### config.mk
export PLATFORM = sky130hd
export DESIGN_NAME = adcd_math
export DESIGN_NICKNAME = d
export VERILOG_FILES = /design/src/adcd_pkg.sv /design/src/adcd_math.sv
export SDC_FILE = /design/constraint.sdc
export NUM_CORES = 2
export LEC_CHECK = 0
export ABC_CLOCK_PERIOD_IN_PS = 11810
export BUFFER_PORTS_ARGS = -buffer_cell sky130_fd_sc_hd__buf_2
export CAP_MARGIN = 10
export CORE_UTILIZATION = 50
export CTS_CLUSTER_SIZE = 30
export DETAILED_ROUTE_END_ITERATION = 10
export PLACE_DENSITY = 0.69
export SLEW_MARGIN = 30
export SYNTH_ARGS = -nofsm -noshare
export SYNTH_HDL_FRONTEND = slang
export SYNTH_SLANG_ARGS = --single-unit
export TNS_END_PERCENT = 5
### constraint.sdc
create_clock -name clock -period 11.81 [get_ports clock]
set_input_delay 0.5905 -clock clock [delete_from_list [all_inputs] [get_ports clock]]
set_output_delay 0.5905 -clock clock [all_outputs]
set_load 0.005 [all_outputs]
### src/adcd_pkg.sv
package adcd_pkg;

   localparam int MAX_CLASSES = 80;
   localparam int GRID_SIZE   = 256;
   localparam int FIFO_DEPTH  = 2;
   localparam int DIV_STEPS   = 33;

   localparam logic [2:0] CSR_CLASS_COUNT   = 3'd0;
   localparam logic [2:0] CSR_BOX_COUNT     = 3'd1;
   localparam logic [2:0] CSR_OBJ_COUNT     = 3'd2;
   localparam logic [2:0] CSR_GRID_STRIDE   = 3'd3;
   localparam logic [2:0] CSR_SCORE_THRESH  = 3'd4;
   localparam logic [2:0] CSR_OBJ_PREFILTER = 3'd5;
   localparam logic [2:0] CSR_ANCHOR_WIDTH  = 3'd6;
   localparam logic [2:0] CSR_ANCHOR_HEIGHT = 3'd7;

   typedef struct packed {
      logic [6:0]  class_count;
      logic [3:0]  box_channel_count;
      logic [1:0]  objectness_channel_count;
      logic [6:0]  grid_stride;
      logic [15:0] score_threshold;
      logic [15:0] objectness_prefilter;
      logic [15:0] anchor_width;
      logic [15:0] anchor_height;
   } cfg_type;

   typedef enum logic [1:0] {
      MATH_EXP,
      MATH_SIG,
      MATH_DIV
   } math_op_type;

   typedef struct packed {
      logic        start;
      math_op_type op;
      logic [15:0] arg;
      logic [32:0] num;
      logic [23:0] den;
   } math_req_type;

   typedef struct packed {
      logic        done;
      logic [16:0] result;
   } math_rsp_type;

   typedef struct packed {
      logic [15:0]       obj;
      logic [23:0]       sum;
      logic [6:0]        best;
      logic [3:0][15:0]  box;
      logic [7:0]        col;
      logic [7:0]        row;
   } cell_rec_type;

   typedef enum logic [2:0] {
      M_IDLE,
      M_EXP1,
      M_EXP2,
      M_PREP,
      M_DIV
   } math_state_type;

   typedef enum logic [2:0] {
      F_IDLE,
      F_SIG,
      F_SIG_WAIT,
      F_EXP,
      F_EXP_WAIT,
      F_MUL,
      F_END
   } front_state_type;

   typedef enum logic [3:0] {
      B_IDLE,
      B_CHECK,
      B_SCORE_WAIT,
      B_SIG,
      B_SIG_WAIT,
      B_MUL1,
      B_MUL2,
      B_EDGE,
      B_OUT
   } back_state_type;

   // exp(-i) for the integer part of the distance, Q1.16.
   function automatic logic [16:0] exp_int_lut(input logic [3:0] i);
      logic [16:0] v;
      unique case (i)
         4'd0:    v = 17'd65536;
         4'd1:    v = 17'd24109;
         4'd2:    v = 17'd8869;
         4'd3:    v = 17'd3263;
         4'd4:    v = 17'd1200;
         4'd5:    v = 17'd442;
         4'd6:    v = 17'd162;
         4'd7:    v = 17'd60;
         4'd8:    v = 17'd22;
         4'd9:    v = 17'd8;
         4'd10:   v = 17'd3;
         4'd11:   v = 17'd1;
         default: v = 17'd0;
      endcase
      return v;
   endfunction

   function automatic logic [16:0] exp_hi_lut(input logic [3:0] i);
      logic [16:0] v;
      unique case (i)
         4'd0:  v = 17'd65536;
         4'd1:  v = 17'd61565;
         4'd2:  v = 17'd57835;
         4'd3:  v = 17'd54331;
         4'd4:  v = 17'd51039;
         4'd5:  v = 17'd47947;
         4'd6:  v = 17'd45042;
         4'd7:  v = 17'd42313;
         4'd8:  v = 17'd39750;
         4'd9:  v = 17'd37341;
         4'd10: v = 17'd35079;
         4'd11: v = 17'd32954;
         4'd12: v = 17'd30957;
         4'd13: v = 17'd29081;
         4'd14: v = 17'd27319;
         4'd15: v = 17'd25664;
      endcase
      return v;
   endfunction

   function automatic logic [16:0] exp_lo_lut(input logic [3:0] i);
      logic [16:0] v;
      unique case (i)
         4'd0:  v = 17'd65536;
         4'd1:  v = 17'd65280;
         4'd2:  v = 17'd65026;
         4'd3:  v = 17'd64772;
         4'd4:  v = 17'd64520;
         4'd5:  v = 17'd64268;
         4'd6:  v = 17'd64018;
         4'd7:  v = 17'd63768;
         4'd8:  v = 17'd63520;
         4'd9:  v = 17'd63272;
         4'd10: v = 17'd63025;
         4'd11: v = 17'd62780;
         4'd12: v = 17'd62535;
         4'd13: v = 17'd62291;
         4'd14: v = 17'd62048;
         4'd15: v = 17'd61806;
      endcase
      return v;
   endfunction

endpackage

### src/adcd_math.sv
module adcd_math (
   input  logic                  clock,
   input  logic                  reset,
   input  adcd_pkg::math_req_type req,
   output adcd_pkg::math_rsp_type rsp
);
   import adcd_pkg::*;

   math_state_type state_ff, state_in;
   math_op_type    op_ff;
   logic           neg_ff;
   logic [15:0]    d_ff;
   logic           zero_ff;
   logic [16:0]    r1_ff;
   logic [32:0]    num_ff;
   logic [23:0]    den_ff;
   logic [23:0]    rem_ff;
   logic [5:0]     cnt_ff;
   logic           done_ff;
   logic [16:0]    result_ff;

   logic           sig_neg;
   logic [33:0]    p1;
   logic [33:0]    p2;
   logic [16:0]    e_val;
   logic [24:0]    rem_sh;
   logic           fits;
   logic [32:0]    quot;
   logic [16:0]    quot_sat;

   assign sig_neg = (req.op == MATH_SIG) && req.arg[15];

   // Three-table product for exp(-d): integer part, then the two fraction nibbles.
   assign p1    = 34'(exp_int_lut(d_ff[11:8])) * 34'(exp_hi_lut(d_ff[7:4]));
   assign p2    = 34'(r1_ff) * 34'(exp_lo_lut(d_ff[3:0]));
   assign e_val = zero_ff ? 17'd0 : 17'((p2 + 34'd32768) >> 16);

   // One restoring division step; the quotient shifts into the dividend register.
   assign rem_sh   = {rem_ff, num_ff[32]};
   assign fits     = rem_sh >= {1'b0, den_ff};
   assign quot     = {num_ff[31:0], fits};
   assign quot_sat = (|quot[32:16]) ? 17'd65535 : {1'b0, quot[15:0]};

   always_comb begin
      state_in = state_ff;
      unique case (state_ff)
         M_IDLE: begin
            if (req.start) state_in = (req.op == MATH_DIV) ? M_PREP : M_EXP1;
         end
         M_EXP1: state_in = M_EXP2;
         M_EXP2: state_in = (op_ff == MATH_EXP) ? M_IDLE : M_PREP;
         M_PREP: state_in = M_DIV;
         M_DIV: begin
            if (cnt_ff == 6'(DIV_STEPS - 1)) state_in = M_IDLE;
         end
         default: state_in = M_IDLE;
      endcase
   end

   always_comb begin
      rsp.done   = done_ff;
      rsp.result = result_ff;
   end

   always_ff @(posedge clock) begin
      if (reset) begin
         state_ff <= M_IDLE;
         done_ff  <= 1'b0;
      end else begin
         state_ff <= state_in;
         done_ff  <= 1'b0;
         unique case (state_ff)
            M_EXP2: begin
               if (op_ff == MATH_EXP) done_ff <= 1'b1;
            end
            M_DIV: begin
               if (cnt_ff == 6'(DIV_STEPS - 1)) done_ff <= 1'b1;
            end
            default: ;
         endcase
      end
   end

   always_ff @(posedge clock) begin
      unique case (state_ff)
         M_IDLE: begin
            if (req.start) begin
               op_ff  <= req.op;
               neg_ff <= sig_neg;
               d_ff   <= sig_neg ? 16'(16'd0 - req.arg) : req.arg;
               num_ff <= req.num;
               den_ff <= req.den;
            end
         end
         M_EXP1: begin
            r1_ff   <= 17'((p1 + 34'd32768) >> 16);
            zero_ff <= d_ff[15:8] >= 8'd12;
         end
         M_EXP2: begin
            result_ff <= e_val;
            num_ff    <= neg_ff ? {e_val[16:0], 16'd0} : 33'h1_0000_0000;
            den_ff    <= 24'(24'd65536 + 24'(e_val));
         end
         M_PREP: begin
            // Rounding half up: add half the divisor before dividing.
            num_ff <= num_ff + 33'(den_ff >> 1);
            rem_ff <= 24'd0;
            cnt_ff <= 6'd0;
         end
         M_DIV: begin
            rem_ff <= fits ? 24'(rem_sh - {1'b0, den_ff}) : rem_sh[23:0];
            num_ff <= quot;
            cnt_ff <= cnt_ff + 6'd1;
            if (cnt_ff == 6'(DIV_STEPS - 1)) result_ff <= quot_sat;
         end
         default: ;
      endcase
   end

endmodule

* Word level (Yosys, flattened, before mapping) *
Memory sizes are Yosys's and may differ from the RTL's. A register that Yosys moved wholly into a read port is not among the register bits.
Cells that the tools add are included.

word-level totals
  bits in latches = 0
  output and inout port bits = 18
  input port bits = 78
  memories kept = 3
  memory bits (writable) = 0
  bits in registers = 145
  memory bits (read-only) = 768

memories
  memory            words  width  rd ports  clocked after memory_dff  write ports  line             RTL
  (name not given)  16     17     1         1                         0            adcd_pkg.sv:109  unique case (i)
  (name not given)  16     16     1         1                         0            adcd_pkg.sv:132  unique case (i)
  (name not given)  16     15     1         1                         0            adcd_pkg.sv:89   unique case (i)

operators by class
  div/mod/pow operators = 0
  eq/ne operators = 9
  multiply operators = 2
  reductions and logical operators = 13
  bitwise logic cells = 0
  shift-type cells = 0
  muxes and demuxes = 24
  order comparisons = 2
  add/subtract/negate cells = 7

operators by type and width
  kind                      number
  $pmux W33 S4              1
  $pmux W24 S2              2
  $add A33 B16 Y33 const B  2
  $mul A17 B17 Y33          2
  $mux W33                  2
  $mux W24                  2
  $mux W17                  2
  $pmux W17 S2              1
  $add A33 B23 Y33          1
  $mux W16                  2
  $ge A25 B24 Y1            1
  $sub A24 B24 Y24          1
  $add A17 B17 Y18 const A  1
  $reduce_or A17 Y1         1
  $sub A1 B16 Y16 const A   1
  $pmux W3 S5               1
  $mux W4                   3
  $pmux W6 S2               1
  $reduce_and A2 Y1         5
  $ge A8 B4 Y1 const B      1
  $add A6 B1 Y6 const B     1
  $eq A3 B2 Y1 const B      2
  $eq A6 B6 Y1 const B      1
  $mux W3                   2
  other kinds (13)          18

* Depth between registers and ports, before layout *
  depth after elaboration = 5
  depth in mapped cells = 24
  depth with buffers taken out = 22

* Least setup slack after synthesis *
OpenSTA, ideal clock, no wires.

  path type = register to register
  start point = reg with a tool-made name
  end point = reg num_ff[29], data pin
  slack = 5661 ps
  arrival time = 5880 ps
  clock period less this slack = 6149 ps
  data required time = 11540 ps
  path buffers = 2
  stages on the path, launching flop included = 23
  path through = dfxtp_1 clkbuf_1 clkbuf_1 nand2_1 fa_1 inv_1 fa_1 inv_1 fa_1 inv_1 fa_1 fa_1 inv_1 fa_1 inv_1 ha_1 and4_1 a221o_1 a21o_4 a211o_4 a31oi_4 xor2_2 o221ai_2

RTL lines
  item                    line              RTL
  end signal: assignment  adcd_math.sv:91   num_ff <= req.num;
  end signal: assignment  adcd_math.sv:101  num_ff <= neg_ff ? {e_val[16:0], 16'd0} : 33'h1_0000_0000;
  end signal: assignment  adcd_math.sv:106  num_ff <= num_ff + 33'(den_ff >> 1);
  end: declaration        adcd_math.sv:15   logic [32:0] num_ff;

* Worst setup path after layout *
  start point = reg r1_ff[3]
  end point = reg result_ff[6], data pin

between the ends
  cells in the longest elaborated chain, start to end = 4

ends and longest elaborated chain
  item                      line              RTL
  start: declaration        adcd_math.sv:14   logic [16:0] r1_ff;
  start signal: assignment  adcd_math.sv:96   r1_ff <= 17'((p1 + 34'd32768) >> 16);
  $mul A17 B17 Y33          adcd_math.sv:35   assign p2 = 34'(r1_ff) * 34'(exp_lo_lut(d_ff[3:0]));
  $add A33 B16 Y33          adcd_math.sv:36   assign e_val = zero_ff ? 17'd0 : 17'((p2 + 34'd32768) >> 16);
  $mux W17                  adcd_math.sv:36
  $pmux W17 S2              adcd_math.sv:85   unique case (state_ff)
  end signal: assignment    adcd_math.sv:100  result_ff <= e_val;
  end signal: assignment    adcd_math.sv:114  if (cnt_ff == 6'(DIV_STEPS - 1)) result_ff <= quot_sat;
  end: declaration          adcd_math.sv:20   logic [16:0] result_ff;

No other way between the ends.
A chain may end at the register's enable or synchronous reset.

==> impl_metrics.sql <==
INSERT INTO impl_metrics (metric_group, metric, value, unit) VALUES
('run_status', 'outcome', 'finished clean', ''),
('timing', 'worst-slew-pin-transition', '0.9768', 'ns'),
('timing', 'fin_crit', '6.860', 'ns'),
('synthesis', 'synth_sequential_area_ratio', '18.37', '%'),
('clocking', 'maximum_count_of_clock_buffers_along_a_single_path', '2', ''),
('layout', 'antenna_diode_count', '0', ''),
('layout', 'fin_nets', '3892', ''),
('global_routing', 'antenna_found_initial', '3', ''),
('synthesis', 'number_of_enable_type_register_cells_in_the_synthesized_netlist', '141', ''),
('layout', 'layoutNonFillerInstCount', '3849', ''),
('timing', 'post-route-period-util', '58.09', '%'),
('timing', 'final_hold_viol_count', '0', ''),
('floorplanning', 'coreArea', '55520', 'um2'),
('detailed_routing', 'post_drt_wl_per_cell', '18.66', 'um'),
('synthesis', 'synth_top_cells_by_area', 'sky130_fd_sc_hd__fa_1 28%, sky130_fd_sc_hd__edfxtp_1 15%, sky130_fd_sc_hd__ha_1 15%', ''),
('global_routing', 'grt_start_max_net_pins', '53', ''),
('floorplanning', 'floorplan.die_area', '57520', 'um2'),
('setup_path', 'regToRegSetupSlack', '4.95', 'ns'),
('placement', 'place_area', '29370', 'um2'),
('worst_hold_path', 'holdCritPathClass', 'primary input to register', ''),
('global_routing', 'gr-usage-all-layers', '25.77', '%'),
('synthesis', 'synthesis_warnings', '0', ''),
('synthesis', 'ys_ff_latch', '189', ''),
('synthesis', 'synth_cell_types', '80', ''),
('layout', 'mostFrequentLayoutCell', 'sky130_fd_sc_hd__inv_1', ''),
('synthesis', 'async_reset_ff_share', '0', '%'),
('layout', 'area.growth.synth_to_final', '5.941', '%'),
('detailed_routing', 'drt_drc_violations_left', '0', ''),
('clocking', 'clk_pin_slew', '0.08', 'ns'),
('setup_path', 'cp_slowest_stage_delay', '0.66', 'ns'),
('floorplanning', 'die_height', '239.8', 'um'),
('setup_path', 'regToRegEndpoint', 'result_ff[6]', ''),
('synthesis', 'postSynthNetCount', '3880', ''),
('detailed_routing', 'iteration_0_drc_count_of_the_detailed_router', '1744', ''),
('timing', 'setup_viol', '0', ''),
('synthesis', 'ys.flop_type', 'sky130_fd_sc_hd__edfxtp_1', ''),
('worst_hold_path', 'hold_depth', '2', ''),
('clocking', 'clock_latency', '0.50', 'ns'),
('timing', 'setup_total_negative_slack', '0', 'ns'),
('setup_path', 'cp_cell_sequence', 'and2_1 -> fa_1 -> inv_1 -> fa_1 -> inv_1 -> fa_1 -> fa_1 -> fa_1 -> inv_1 -> fa_1 -> inv_1 -> ha_1 -> and4_1 -> a221o_1 -> a211oi_1 -> nor2_1 -> xnor2_1 -> o21ai_0 -> o21a_1', ''),
('synthesis', 'postSynthCellCount', '3076', ''),
('synthesis', 'post-synth-top-area-fraction', '27.89', '%'),
('floorplanning', 'top_level_ports', '96', ''),
('placement', 'detailed_place_hpwl', '57650', 'um'),
('detailed_routing', 'postRouteWirelength', '71820', 'um'),
('global_routing', 'globalRoute.totalOverflow', '0', ''),
('setup_path', 'critical-path-top-cell-by-count', 'sky130_fd_sc_hd__fa_1', ''),
('job', 'drv_cap', '0', ''),
('timing', 'max_freq', '0.1458', 'GHz'),
('setup_path', 'setup.worst_path.class', 'register to register', ''),
('layout', 'layout.cells.most_common_list', '576 x sky130_fd_sc_hd__inv_1, 394 x sky130_fd_sc_hd__fa_1, 360 x sky130_fd_sc_hd__nand2_1', ''),
('clocking', 'cts.htree.levels', '4', ''),
('synthesis', 'yosys.area.top_type', 'sky130_fd_sc_hd__fa_1', ''),
('timing', 'clock_skew', '0.01721', 'ns'),
('placement', 'gp_congestion', '0.9084', ''),
('clocking', 'holdBufCountCts', '0', ''),
('setup_path', 'cp.required', '12.05', 'ns'),
('clocking', 'cts_inserted_buffers', '17', ''),
('floorplanning', 'die_width', '239.8', 'um'),
('global_routing', 'grt_first_pass_wirelength', '114800', 'um'),
('clocking', 'cts.root.buffer_cell', 'sky130_fd_sc_hd__clkbuf_16', ''),
('floorplanning', 'initial_utilization', '50.94', '%'),
('floorplanning', 'rows', '86', ''),
('detailed_routing', 'drtPass1Iterations', '5', ''),
('clocking', 'tritoncts', 'yes', ''),
('setup_path', 'launching_point_of_the_worst_reg2reg_path', 'r1_ff[3]', ''),
('synthesis', 'syn_avg_cell_area', '9.195', 'um2'),
('setup_path', 'critPathCapture', 'result_ff[6]', ''),
('synthesis', 'synth.cell_area', '28280', 'um2'),
('timing', 'grt_setup_unrepaired', 'no', ''),
('clocking', 'cts_repair_resize_count', '0', '');
metal layers:
layer	vias up	routed length (um)	share of wire, %	global-route usage [%]
li1	9928	-	-	-
met1	10590	30990	43	34.44
met2	759	33850	47	42.71
met3	124	4981	6.9	3.976
met4	6	1960	2.7	8.435
met5	-	41	0.057	0
Yosys cell counts, types with 5 or more instances:
cell type                  number
sky130_fd_sc_hd__nand3_1       36
sky130_fd_sc_hd__or2_2         10
sky130_fd_sc_hd__xor2_1        35
sky130_fd_sc_hd__ha_1         332
sky130_fd_sc_hd__nand2_1      361
sky130_fd_sc_hd__nor4_1        15
sky130_fd_sc_hd__edfxtp_1     141
sky130_fd_sc_hd__and3_1        25
sky130_fd_sc_hd__clkbuf_1      98
sky130_fd_sc_hd__a21o_1        32
sky130_fd_sc_hd__a211o_1        5
sky130_fd_sc_hd__a21oi_1      115
sky130_fd_sc_hd__dfxtp_1       48
sky130_fd_sc_hd__inv_1        576
sky130_fd_sc_hd__fa_1         394
sky130_fd_sc_hd__nor3_1        29
sky130_fd_sc_hd__o21bai_1       6
sky130_fd_sc_hd__o21a_1        18
sky130_fd_sc_hd__a211oi_1      18
sky130_fd_sc_hd__nand2b_1      10
sky130_fd_sc_hd__and4_1         5
sky130_fd_sc_hd__a221oi_1      15
sky130_fd_sc_hd__and2_1       260
sky130_fd_sc_hd__a21boi_0       5
sky130_fd_sc_hd__a31oi_1       25
sky130_fd_sc_hd__o31ai_1       16
sky130_fd_sc_hd__nor2b_1       15
sky130_fd_sc_hd__buf_2         13
sky130_fd_sc_hd__nand4_1       11
sky130_fd_sc_hd__mux2i_1        9
sky130_fd_sc_hd__o221ai_1      10
sky130_fd_sc_hd__nor2_1       120
sky130_fd_sc_hd__xnor2_1       65
sky130_fd_sc_hd__or3_1          6
sky130_fd_sc_hd__o41ai_1        5
sky130_fd_sc_hd__o211ai_1      12
sky130_fd_sc_hd__o21ai_0       96
critical path: cells and delay by family (launching register included):
family / cells / cell delay (ns)
AOI/OAI and AO/OA: 4 / 1.21
xor gates and xnor gates: 1 / 0.50
adders and majority gates: 7 / 3.36
buffers and inverters: 4 / 0.19
DFF: 1 / 0.66
and+or+nand+nor: 3 / 0.71
kinds of logic after synthesis:
| family | after synthesis | synth area share (%) |
|---|---|---|
| simple gates | 916 | 15.88 |
| fa+ha+maj | 726 | 42.57 |
| buf+inv | 694 | 9.285 |
| compound gates | 438 | 10.29 |
| flops | 189 | 18.37 |
| xor+xnor | 101 | 3.154 |
| mux | 12 | 0.4512 |
worst min-delay path by stage:
stage / startpoint / to / slack [ns]
after floorplan: d_ff[12] / zero_ff / 0.48
after global placement: d_ff[12] / zero_ff / 0.53
after detailed placement: d_ff[12] / zero_ff / 0.54
after CTS: reset / state_ff[2] / 0.28
after global routing: req[73] / op_ff[0] / 0.30
final: reset / done_ff / 0.30
cell type report:
| cell class | instances | area, um2 |
|---|---|---|
| clock buffers | 17 | 425.4 |
| clock inverters | 15 | 168.9 |
| fillers | 4990 | 25560 |
| inverters | 578 | 2170 |
| multi-input cells | 2193 | 20490 |
| flip-flops and latches | 189 | 5195 |
| well taps | 748 | 935.9 |
| repair buffers | 109 | 580.6 |
through the flow:
step | worst slack [ns] | hold slack [ns]
after global placement | 5.087 | 0.5344
after global routing | 4.590 | 0.2993
final | 4.950 | 0.3039
after floorplan | 5.661 | 0.4800
after detailed placement | 4.956 | 0.5409
after CTS | 4.932 | 0.2838
Power is left out: the tool's default activity adds up to more than one toggle a clock period on the data nets, which glitch-free logic cannot reach.
