`src/adcd_pkg.sv`:
```
package adcd_pkg;

   localparam int MAX_CLASSES = 80;
   localparam int GRID_SIZE   = 256;
   localparam int FIFO_DEPTH  = 2;
   localparam int DIV_STEPS   = 33;

   localparam logic [2:0] CSR_CLASS_COUNT   = 3'd0;
   localparam logic [2:0] CSR_BOX_COUNT     = 3'd1;
   localparam logic [2:0] CSR_OBJ_COUNT     = 3'd2;
   localparam logic [2:0] CSR_GRID_STRIDE   = 3'd3;
   localparam logic [2:0] CSR_SCORE_THRESH  = 3'd4;
   localparam logic [2:0] CSR_OBJ_PREFILTER = 3'd5;
   localparam logic [2:0] CSR_ANCHOR_WIDTH  = 3'd6;
   localparam logic [2:0] CSR_ANCHOR_HEIGHT = 3'd7;

   typedef struct packed {
      logic [6:0]  class_count;
      logic [3:0]  box_channel_count;
      logic [1:0]  objectness_channel_count;
      logic [6:0]  grid_stride;
      logic [15:0] score_threshold;
      logic [15:0] objectness_prefilter;
      logic [15:0] anchor_width;
      logic [15:0] anchor_height;
   } cfg_type;

   typedef enum logic [1:0] {
      MATH_EXP,
      MATH_SIG,
      MATH_DIV
   } math_op_type;

   typedef struct packed {
      logic        start;
      math_op_type op;
      logic [15:0] arg;
      logic [32:0] num;
      logic [23:0] den;
   } math_req_type;

   typedef struct packed {
      logic        done;
      logic [16:0] result;
   } math_rsp_type;

   typedef struct packed {
      logic [15:0]       obj;
      logic [23:0]       sum;
      logic [6:0]        best;
      logic [3:0][15:0]  box;
      logic [7:0]        col;
      logic [7:0]        row;
   } cell_rec_type;

   typedef enum logic [2:0] {
      M_IDLE,
      M_EXP1,
      M_EXP2,
      M_PREP,
      M_DIV
   } math_state_type;

   typedef enum logic [2:0] {
      F_IDLE,
      F_SIG,
      F_SIG_WAIT,
      F_EXP,
      F_EXP_WAIT,
      F_MUL,
      F_END
   } front_state_type;

   typedef enum logic [3:0] {
      B_IDLE,
      B_CHECK,
      B_SCORE_WAIT,
      B_SIG,
      B_SIG_WAIT,
      B_MUL1,
      B_MUL2,
      B_EDGE,
      B_OUT
   } back_state_type;

   // exp(-i) for the integer part of the distance, Q1.16.
   function automatic logic [16:0] exp_int_lut(input logic [3:0] i);
      logic [16:0] v;
      unique case (i)
         4'd0:    v = 17'd65536;
         4'd1:    v = 17'd24109;
         4'd2:    v = 17'd8869;
         4'd3:    v = 17'd3263;
         4'd4:    v = 17'd1200;
         4'd5:    v = 17'd442;
         4'd6:    v = 17'd162;
         4'd7:    v = 17'd60;
         4'd8:    v = 17'd22;
         4'd9:    v = 17'd8;
         4'd10:   v = 17'd3;
         4'd11:   v = 17'd1;
         default: v = 17'd0;
      endcase
      return v;
   endfunction

   function automatic logic [16:0] exp_hi_lut(input logic [3:0] i);
      logic [16:0] v;
      unique case (i)
         4'd0:  v = 17'd65536;
         4'd1:  v = 17'd61565;
         4'd2:  v = 17'd57835;
         4'd3:  v = 17'd54331;
         4'd4:  v = 17'd51039;
         4'd5:  v = 17'd47947;
         4'd6:  v = 17'd45042;
         4'd7:  v = 17'd42313;
         4'd8:  v = 17'd39750;
         4'd9:  v = 17'd37341;
         4'd10: v = 17'd35079;
         4'd11: v = 17'd32954;
         4'd12: v = 17'd30957;
         4'd13: v = 17'd29081;
         4'd14: v = 17'd27319;
         4'd15: v = 17'd25664;
      endcase
      return v;
   endfunction

   function automatic logic [16:0] exp_lo_lut(input logic [3:0] i);
      logic [16:0] v;
      unique case (i)
         4'd0:  v = 17'd65536;
         4'd1:  v = 17'd65280;
         4'd2:  v = 17'd65026;
         4'd3:  v = 17'd64772;
         4'd4:  v = 17'd64520;
         4'd5:  v = 17'd64268;
         4'd6:  v = 17'd64018;
         4'd7:  v = 17'd63768;
         4'd8:  v = 17'd63520;
         4'd9:  v = 17'd63272;
         4'd10: v = 17'd63025;
         4'd11: v = 17'd62780;
         4'd12: v = 17'd62535;
         4'd13: v = 17'd62291;
         4'd14: v = 17'd62048;
         4'd15: v = 17'd61806;
      endcase
      return v;
   endfunction

endpackage

```
`src/adcd_rsp_if.sv`:
```
interface adcd_rsp_if;
   logic              valid;
   logic              ready;
   logic signed [18:0] left_edge;
   logic signed [18:0] top_edge;
   logic signed [18:0] right_edge;
   logic signed [18:0] bottom_edge;
   logic [15:0]       confidence;
   logic [6:0]        class_label;

   modport source (output valid, left_edge, top_edge, right_edge, bottom_edge,
                   confidence, class_label, input ready);
   modport sink (input valid, left_edge, top_edge, right_edge, bottom_edge,
                 confidence, class_label, output ready);
endinterface

```
`src/adcd_back.sv`:
```
module adcd_back (
   input  logic                   clock,
   input  logic                   reset,
   input  adcd_pkg::cfg_type      cfg,
   input  logic                   pop_valid,
   input  adcd_pkg::cell_rec_type pop_rec,
   output logic                   pop,
   output adcd_pkg::math_req_type math_req,
   input  adcd_pkg::math_rsp_type math_rsp,
   adcd_rsp_if.source             rsp_chan
);
   import adcd_pkg::*;

   back_state_type   state_ff, state_in;
   cell_rec_type     rec_ff;
   logic [15:0]      score_ff;
   logic [1:0]       k_ff;
   logic [3:0][15:0] sig_ff;
   logic signed [33:0] cx_ff;
   logic signed [33:0] cy_ff;
   logic [33:0]      sqw_ff;
   logic [33:0]      sqh_ff;
   logic [48:0]      hw_ff;
   logic [48:0]      hh_ff;
   logic [18:0]      left_ff;
   logic [18:0]      top_ff;
   logic [18:0]      right_ff;
   logic [18:0]      bottom_ff;

   logic               pass;
   logic signed [25:0] ax;
   logic signed [25:0] ay;
   logic signed [7:0]  stride_s;
   logic [49:0]        hw_full;
   logic [49:0]        hh_full;
   logic signed [55:0] ce_x;
   logic signed [55:0] ce_y;
   logic signed [55:0] he_x;
   logic signed [55:0] he_y;

   // Round half up from 2^-36 to 2^-4 and clamp to the 19-bit signed range.
   function automatic logic [18:0] edge_round(input logic signed [55:0] v);
      logic signed [55:0] r;
      logic signed [23:0] q;
      logic [18:0]        o;
      r = v + 56'sd2147483648;
      q = r[55:32];
      if (q < -24'sd262144) begin
         o = 19'h40000;
      end else if (q > 24'sd262143) begin
         o = 19'h3FFFF;
      end else begin
         o = q[18:0];
      end
      return o;
   endfunction

   assign pass = (rec_ff.obj >= cfg.objectness_prefilter) &&
                 (math_rsp.result[15:0] >= cfg.score_threshold);

   assign stride_s = $signed({1'b0, cfg.grid_stride});
   assign ax = $signed({2'b0, rec_ff.col, 16'd0}) + $signed({9'd0, sig_ff[0], 1'b0})
               - 26'sd32768;
   assign ay = $signed({2'b0, rec_ff.row, 16'd0}) + $signed({9'd0, sig_ff[1], 1'b0})
               - 26'sd32768;

   assign hw_full = 50'(sqw_ff) * 50'(cfg.anchor_width);
   assign hh_full = 50'(sqh_ff) * 50'(cfg.anchor_height);

   assign ce_x = $signed({{2{cx_ff[33]}}, cx_ff, 20'd0});
   assign ce_y = $signed({{2{cy_ff[33]}}, cy_ff, 20'd0});
   assign he_x = $signed({7'd0, hw_ff});
   assign he_y = $signed({7'd0, hh_ff});

   always_comb begin
      state_in = state_ff;
      unique case (state_ff)
         B_IDLE: begin
            if (pop_valid) state_in = B_CHECK;
         end
         B_CHECK: state_in = (rec_ff.sum == 24'd0) ? B_IDLE : B_SCORE_WAIT;
         B_SCORE_WAIT: begin
            if (math_rsp.done) state_in = pass ? B_SIG : B_IDLE;
         end
         B_SIG: state_in = B_SIG_WAIT;
         B_SIG_WAIT: begin
            if (math_rsp.done) state_in = (k_ff == 2'd3) ? B_MUL1 : B_SIG;
         end
         B_MUL1: state_in = B_MUL2;
         B_MUL2: state_in = B_EDGE;
         B_EDGE: state_in = B_OUT;
         B_OUT: begin
            if (rsp_chan.ready) state_in = B_IDLE;
         end
         default: state_in = B_IDLE;
      endcase
   end

   always_comb begin
      pop                  = (state_ff == B_IDLE) && pop_valid;
      math_req.start       = ((state_ff == B_CHECK) && (rec_ff.sum != 24'd0)) ||
                             (state_ff == B_SIG);
      math_req.op          = (state_ff == B_SIG) ? MATH_SIG : MATH_DIV;
      math_req.arg         = rec_ff.box[k_ff];
      math_req.num         = {1'b0, rec_ff.obj, 16'd0};
      math_req.den         = rec_ff.sum;
      rsp_chan.valid       = state_ff == B_OUT;
      rsp_chan.left_edge   = $signed(left_ff);
      rsp_chan.top_edge    = $signed(top_ff);
      rsp_chan.right_edge  = $signed(right_ff);
      rsp_chan.bottom_edge = $signed(bottom_ff);
      rsp_chan.confidence  = score_ff;
      rsp_chan.class_label = rec_ff.best;
   end

   always_ff @(posedge clock) begin
      if (reset) begin
         state_ff <= B_IDLE;
      end else begin
         state_ff <= state_in;
      end
   end

   always_ff @(posedge clock) begin
      unique case (state_ff)
         B_IDLE: begin
            if (pop_valid) rec_ff <= pop_rec;
         end
         B_SCORE_WAIT: begin
            score_ff <= math_rsp.result[15:0];
            k_ff     <= 2'd0;
         end
         B_SIG_WAIT: begin
            if (math_rsp.done) begin
               sig_ff[k_ff] <= math_rsp.result[15:0];
               k_ff         <= k_ff + 2'd1;
            end
         end
         B_MUL1: begin
            cx_ff  <= 34'(ax) * 34'(stride_s);
            cy_ff  <= 34'(ay) * 34'(stride_s);
            sqw_ff <= 34'({sig_ff[2], 1'b0}) * 34'({sig_ff[2], 1'b0});
            sqh_ff <= 34'({sig_ff[3], 1'b0}) * 34'({sig_ff[3], 1'b0});
         end
         B_MUL2: begin
            hw_ff <= hw_full[49:1];
            hh_ff <= hh_full[49:1];
         end
         B_EDGE: begin
            left_ff   <= edge_round(ce_x - he_x);
            top_ff    <= edge_round(ce_y - he_y);
            right_ff  <= edge_round(ce_x + he_x);
            bottom_ff <= edge_round(ce_y + he_y);
         end
         default: ;
      endcase
   end

endmodule

```
`src/flat_wrapper.sv`:
```
// flat-port wrapper written by rule: the top's interface ports become plain ports
module adcd_back_flat import adcd_pkg::*;
  (clock, reset, cfg, pop_valid, pop_rec, pop, math_req, math_rsp, rsp_chan_valid, rsp_chan_left_edge, rsp_chan_top_edge, rsp_chan_right_edge, rsp_chan_bottom_edge, rsp_chan_confidence, rsp_chan_class_label, rsp_chan_ready);
  adcd_rsp_if rsp_chan_i ();
  input  logic clock;
  input  logic reset;
  input  adcd_pkg::cfg_type cfg;
  input  logic pop_valid;
  input  adcd_pkg::cell_rec_type pop_rec;
  output logic pop;
  output adcd_pkg::math_req_type math_req;
  input  adcd_pkg::math_rsp_type math_rsp;
  output wire logic [$bits(rsp_chan_i.valid)-1:0] rsp_chan_valid;
  output wire logic [$bits(rsp_chan_i.left_edge)-1:0] rsp_chan_left_edge;
  output wire logic [$bits(rsp_chan_i.top_edge)-1:0] rsp_chan_top_edge;
  output wire logic [$bits(rsp_chan_i.right_edge)-1:0] rsp_chan_right_edge;
  output wire logic [$bits(rsp_chan_i.bottom_edge)-1:0] rsp_chan_bottom_edge;
  output wire logic [$bits(rsp_chan_i.confidence)-1:0] rsp_chan_confidence;
  output wire logic [$bits(rsp_chan_i.class_label)-1:0] rsp_chan_class_label;
  input wire logic [$bits(rsp_chan_i.ready)-1:0] rsp_chan_ready;
  assign rsp_chan_valid = rsp_chan_i.valid;
  assign rsp_chan_left_edge = rsp_chan_i.left_edge;
  assign rsp_chan_top_edge = rsp_chan_i.top_edge;
  assign rsp_chan_right_edge = rsp_chan_i.right_edge;
  assign rsp_chan_bottom_edge = rsp_chan_i.bottom_edge;
  assign rsp_chan_confidence = rsp_chan_i.confidence;
  assign rsp_chan_class_label = rsp_chan_i.class_label;
  assign rsp_chan_i.ready = rsp_chan_ready;
  adcd_back u_core (.clock(clock), .reset(reset), .cfg(cfg), .pop_valid(pop_valid), .pop_rec(pop_rec), .pop(pop), .math_req(math_req), .math_rsp(math_rsp), .rsp_chan(rsp_chan_i));
endmodule
```
`config.mk`:
```
export PLATFORM = sky130hd
export DESIGN_NAME = adcd_back_flat
export DESIGN_NICKNAME = d
export VERILOG_FILES = /design/src/adcd_pkg.sv /design/src/adcd_rsp_if.sv /design/src/adcd_back.sv /design/src/flat_wrapper.sv
export SDC_FILE = /design/constraint.sdc
export NUM_CORES = 2
export LEC_CHECK = 0
export BUFFER_PORTS_ARGS = -buffer_cell sky130_fd_sc_hd__buf_2
export CORE_AREA = 2 2 461 463
export CTS_CLUSTER_DIAMETER = 40
export DETAILED_ROUTE_END_ITERATION = 6
export DIE_AREA = 0 0 463 465
export HOLD_SLACK_MARGIN = 0.1
export PLACE_DENSITY_LB_ADDON = 0.1
export SYNTH_ARGS = -nofsm -noshare
export SYNTH_HDL_FRONTEND = slang
export SYNTH_SLANG_ARGS = --single-unit
```
`constraint.sdc`:
```
create_clock -name clock -period 9.9 [get_ports clock]
set_clock_uncertainty 0.1 [all_clocks]
set_input_delay 2.475 -clock clock [delete_from_list [all_inputs] [get_ports clock]]
set_output_delay 2.475 -clock clock [all_outputs]
set_load 0.02 [all_outputs]
```
==> Yosys cells after proc, flatten, opt, wreduce, memory -nomap -nowiden <==
Index checks and enable logic that the tools add are counted.
W data, S select, Z words.
{ "word_totals": {"register_bits": 517, "input_bits": 233, "output_inout_bits": 177, "wordCells": 103} }
{ "op_classes": {"add_sub_neg": 13, "mul": 6, "magnitude_cmp": 12, "n_eq_ne": 13, "mux": 20, "n_reduce_logical": 13} }
{ "op_table": {"columns": ["op", "count"], "rows": [
  ["$add A56 B33 Y56 const B", 4],
  ["$add A54 B50 Y55", 2],
  ["$sub A54 B50 Y55", 2],
  ["$gt A24 B19 Y1 const B", 4],
  ["$lt A24 B19 Y1 const B", 4],
  ["$mul A32 B16 Y48", 2],
  ["$mux W19", 4],
  ["$mul A26 B8 Y34", 2],
  ["$bwmux W64", 1],
  ["$mul A16 B16 Y32", 2],
  ["$sub A25 B16 Y26 const B", 2],
  ["$add A24 B17 Y25", 2],
  ["$pmux W4 S9", 1],
  ["$bmux W16 S2", 1],
  ["$demux W16 S2", 1],
  ["$ge A16 B16 Y1", 2],
  ["$mux W16", 2],
  ["$logic_not A24 Y1", 1],
  ["$reduce_bool A24 Y1", 1],
  ["$eq A4 B3 Y1 const B", 4],
  ["$mux W4", 4],
  ["$eq A4 B2 Y1 const B", 2],
  ["$mux W2", 4],
  ["$ne A2 B2 Y1 const B", 3],
  ["15 further kinds", 20]
]} }

==> Depth between registers and ports, before layout <==
{ "depth": {"depth_word": 5, "mapped_depth": 31, "ltp_nobuf": 31} }

==> Worst setup path before layout <==
Ideal clock, no wire load.
{ "synth_path": {"path_type": "input to register", "startpoint": "in cfg[23] (netlist bit)", "endpoint": "reg u_core.hw_ff[48] (data pin)", "setup_time_ns": 0.260, "arrival_time_ns": 8.766, "required_ns": 9.540, "setup_slack_ns": 0.774, "cell_stages": 26, "path_cell_list": "clkbuf_1 -> nand2_1 -> fa_1 -> inv_1 -> fa_1 -> inv_1 -> fa_1 -> inv_1 -> fa_1 -> fa_1 -> inv_1 -> fa_1 -> inv_1 -> ha_1 -> o21a_1 -> nor2_1 -> a311oi_1 -> nor2_1 -> o41ai_1 -> a311oi_1 -> o21a_1 -> o31a_1 -> o311a_1 -> o21bai_1 -> a21oi_1 -> xnor2_1"} }
{ "synth_between": {"elab_chain_len": 1} }
{ "synth_rtl": {"columns": ["element", "line_no", "source"], "rows": [
  ["start, declared", "flat_wrapper.sv:7", "input adcd_pkg::cfg_type cfg;"],
  ["$mul A32 B16 Y48", "adcd_back.sv:67", "assign hw_full = 50'(sqw_ff) * 50'(cfg.anchor_width);"],
  ["named net u_core.hw_full[49]", "adcd_back.sv:34", "logic [49:0] hw_full;"],
  ["end signal, assigned", "adcd_back.sv:146", "hw_ff <= hw_full[49:1];"],
  ["end, declared", "adcd_back.sv:23", "logic [48:0] hw_ff;"]
]} }
The timed path passes the listed nets, and every way through them passes these cells.
A chain may end at the register's enable or synchronous reset.

==> Worst setup path in the final report <==
{ "layout_path": {"startpoint": "in cfg[18] (netlist bit)", "endpoint": "reg u_core.hw_ff[48] (data pin)"} }
Same word-level chain as after synthesis.

==> results.json <==
{
  "ys.flop_type": "edfxtp_1",
  "synth_top_cell_area_share_pct": 33.4,
  "setup_tns_ns": 0,
  "synth-seq-area-share_pct": 18.3,
  "syn_to_final_growth_pct": 9.64,
  "synth-seq-cells": 513,
  "hold_viol": 0,
  "synth_cell_types": 112,
  "cp_max_fo": 16,
  "holdWs_ns": 0.573,
  "drive_above_1_share_pct": 8.29,
  "clockBufferDepth": 3,
  "min_from": "u_core.state_ff[3]",
  "initial_utilization_pct": 39.8,
  "antenna_left": 0,
  "gr-total-overflow": 0,
  "tritoncts": "yes",
  "grt_pass1_vias": 63900,
  "hold_class": "reg -> reg",
  "r2r-start": "u_core.sqw_ff[17]",
  "setup_viol_count_final": 0,
  "cts_buffers": 98,
  "arrival_ns": 9.45,
  "clock_sinks": 513,
  "vias": 58800,
  "p_per_area_mw_per_mm2": 212,
  "synth-edff-count": 509,
  "ys_warn_count": 0,
  "die-area_mm2": 0.215,
  "insertion_delay_ns": 0.75,
  "syn_inst": 8700,
  "grt_pass1_wl_um": 363000,
  "max_freq_mhz": 110,
  "path_clk_slew_ns": 0.05,
  "cts_setup_buffers": 0,
  "slowest_stage": "fa_1",
  "path_common_cell": "fa_1",
  "synth_most_common_cell": "inv_1",
  "finalCritPeriodShare_pct": 91.7,
  "synth_common_cells": "inv_1, fa_1, nand2_1, and2_1, ha_1",
  "slew-limit-headroom_pct": 25.9,
  "vias_per_cell": 4.96,
  "syn_area_mm2": 0.0839,
  "slew_viol_final": 0,
  "vdd_drop_max_mv": 0.269,
  "post_drt_wl_per_cell_um": 19.2,
  "place_inst": 11700,
  "ys_async_sr_fraction_pct": 0,
  "fin_nets": 11300,
  "die_y_um": 465,
  "dp_hpwl_um": 184000,
  "worst_pin_slew_ns": 1.10,
  "fp.dieW_um": 463,
  "pin_count": 410,
  "crit_buf_inv": 5,
  "synth_area_leader_cell": "fa_1",
  "worstSetupPathType": "in -> reg",
  "post_cts_resized": 0,
  "cp_cell_sequence": "buf_2, nand2_1, fa_1, fa_1, fa_1, inv_1, fa_1, fa_1, inv_1, fa_1, inv_1, ha_1, nand2_1, a311oi_1, nor2_1, o41ai_1, buf_4, a311oi_1, o21a_1, o31a_1, o311a_1, o21bai_1, a21oi_1, xnor2_1",
  "grt_antenna_before_repair": 17,
  "cts-hold-fix-buffers": 0,
  "crit_family": "adder cells",
  "firstDrtPassIters": 7,
  "max_cap_viol_count": 0,
  "placementRows": 169,
  "cp-start-kind": "input pin",
  "critPathCaptureType": "register",
  "core_mm2": 0.211,
  "status": "finished, final reports clean",
  "root_buffer": "clkbuf_16",
  "drt_iter0_drc": 2986,
  "htree_levels": 3,
  "leakagePower_nw": 43.9,
  "cp.required_ns": 10.27,
  "critical-path-max-stage-delay_ns": 0.53,
  "period_needed_ns": 9.08,
  "fin_cells": 11800,
  "syn_area_per_cell_um2": 9.64,
  "grt_use_total_pct": 21.5,
  "drt-total-wl_um": 227000,
  "crit_start": "cfg[18]",
  "port_buffers": 378,
  "grt_max_degree": 75,
  "grt_setup_unrepaired": "false",
  "drc_errors": 0,
  "gp_congestion": 0.867,
  "ys_top_cells_by_area": "fa_1, edfxtp_1, ha_1, inv_1, and2_1"
}
[through the flow]
stage / worst slack (ns) / util, % / area [um^2] / power, W
6_report: 0.822 / 43.6 / 92000 / 0.0195
3_3_place_gp: 0.0566 / 42.0 / 88500 / 0.0162
5_1_grt: 0.450 / 43.6 / 92000 / 0.0215
2_1_floorplan: 0.774 / - / 84000 / 0.0127
4_1_cts: 0.886 / 43.6 / 92000 / 0.0198
3_5_place_dp: 0.111 / 42.0 / 88500 / 0.0162
[registers in the layout, indices dropped and copies added (netlist names)]
name / flops
u_core.rec_ff: 80
u_core.sig_ff: 64
u_core.hh_ff: 48
u_core.hw_ff: 48
u_core.math_req: 40
u_core.cx_ff: 33
u_core.cy_ff: 33
u_core.sqh_ff: 31
u_core.sqw_ff: 31
u_core.rsp_chan.bottom_edge: 19
u_core.rsp_chan.left_edge: 19
u_core.rsp_chan.right_edge: 19
u_core.rsp_chan.top_edge: 19
u_core.rsp_chan.confidence: 16
u_core.rsp_chan.class_label: 7
u_core.state_ff: 4
u_core.k_ff: 2
[worst reg2reg max path: cells and delay by family, from the launching register on]
family	cells	cell delay (ns)
adders and majority gates	7	3.46
AOI/OAI and AO/OA	8	2.24
DFF	1	0.94
xor gates and xnor gates	1	0.12
buffers and inverters	4	0.39
and+or+nand+nor	3	0.45
[layout by cell type (no fill, tap or decap), drive strengths merged, types with 26 or more instances in the layout]
cell	count
nor2b	75
nand3	87
xnor2	240
nor3	79
o21ai	129
o21a	44
nor4	36
nand2	966
nand2b	58
clkbuf	104
nand4	29
edfxtp	509
and2	777
clkinv	37
inv	1846
ha	750
a211oi	40
o211ai	26
buf	483
nor2	266
o21bai	40
fa	1401
a21o	130
and3	47
a31oi	31
or3	40
a21oi	302
xor2	93
[report_power, final]
| part | internal [W] | switching (W) |
|---|---|---|
| Combinational | 0.00550 | 0.00744 |
| Clock | 0.00217 | 0.00128 |
| Sequential | 0.00312 | 0.0000310 |
[worst paths after layout]
path / endpoint / slack, ns / cells after the start
worst max register to register: u_core.hw_ff[48] / 1.98 / 23
worst min register to register: u_core.state_ff[0] / 0.57 / 1
worst min-delay path: u_core.state_ff[0] / 0.57 / 1
worst max-delay path: u_core.hw_ff[48] / 0.82 / 24
[cell families after synthesis]
kind of cell               share of synthesized area, %
and+or+nand+nor                                    15.5
buffers and inverters                              10.2
adders and majority gates                          44.6
AOI/OAI and AO/OA                                  7.30
DFF                                                18.3
xor gates and xnor gates                           3.49
muxes                                             0.628
other                                           0.00447
[area by class of cell]
class / count / area (um^2)
Inverter: 1826 / 6850
Antenna cell: 7 / 17.5
Tap cell: 2821 / 3530
Fill cell: 20600 / 119000
Clock inverter: 80 / 977
Multi-Input combinational cell: 6008 / 60100
Sequential cell: 513 / 15400
Clock buffer: 104 / 2470
Timing Repair Buffer: 483 / 2680
[routing by layer]
layer | vias up | global-route usage, % | share of wire, %
met4 | 4 | 7.48 | 3.7
li1 | 27600 | - | -
met2 | 1122 | 37.8 | 50
met5 | - | 0 | 0.0079
met3 | 334 | 2.32 | 3.6
met1 | 29700 | 27.5 | 43
No activity file was read; power rests on OpenSTA's default activity.
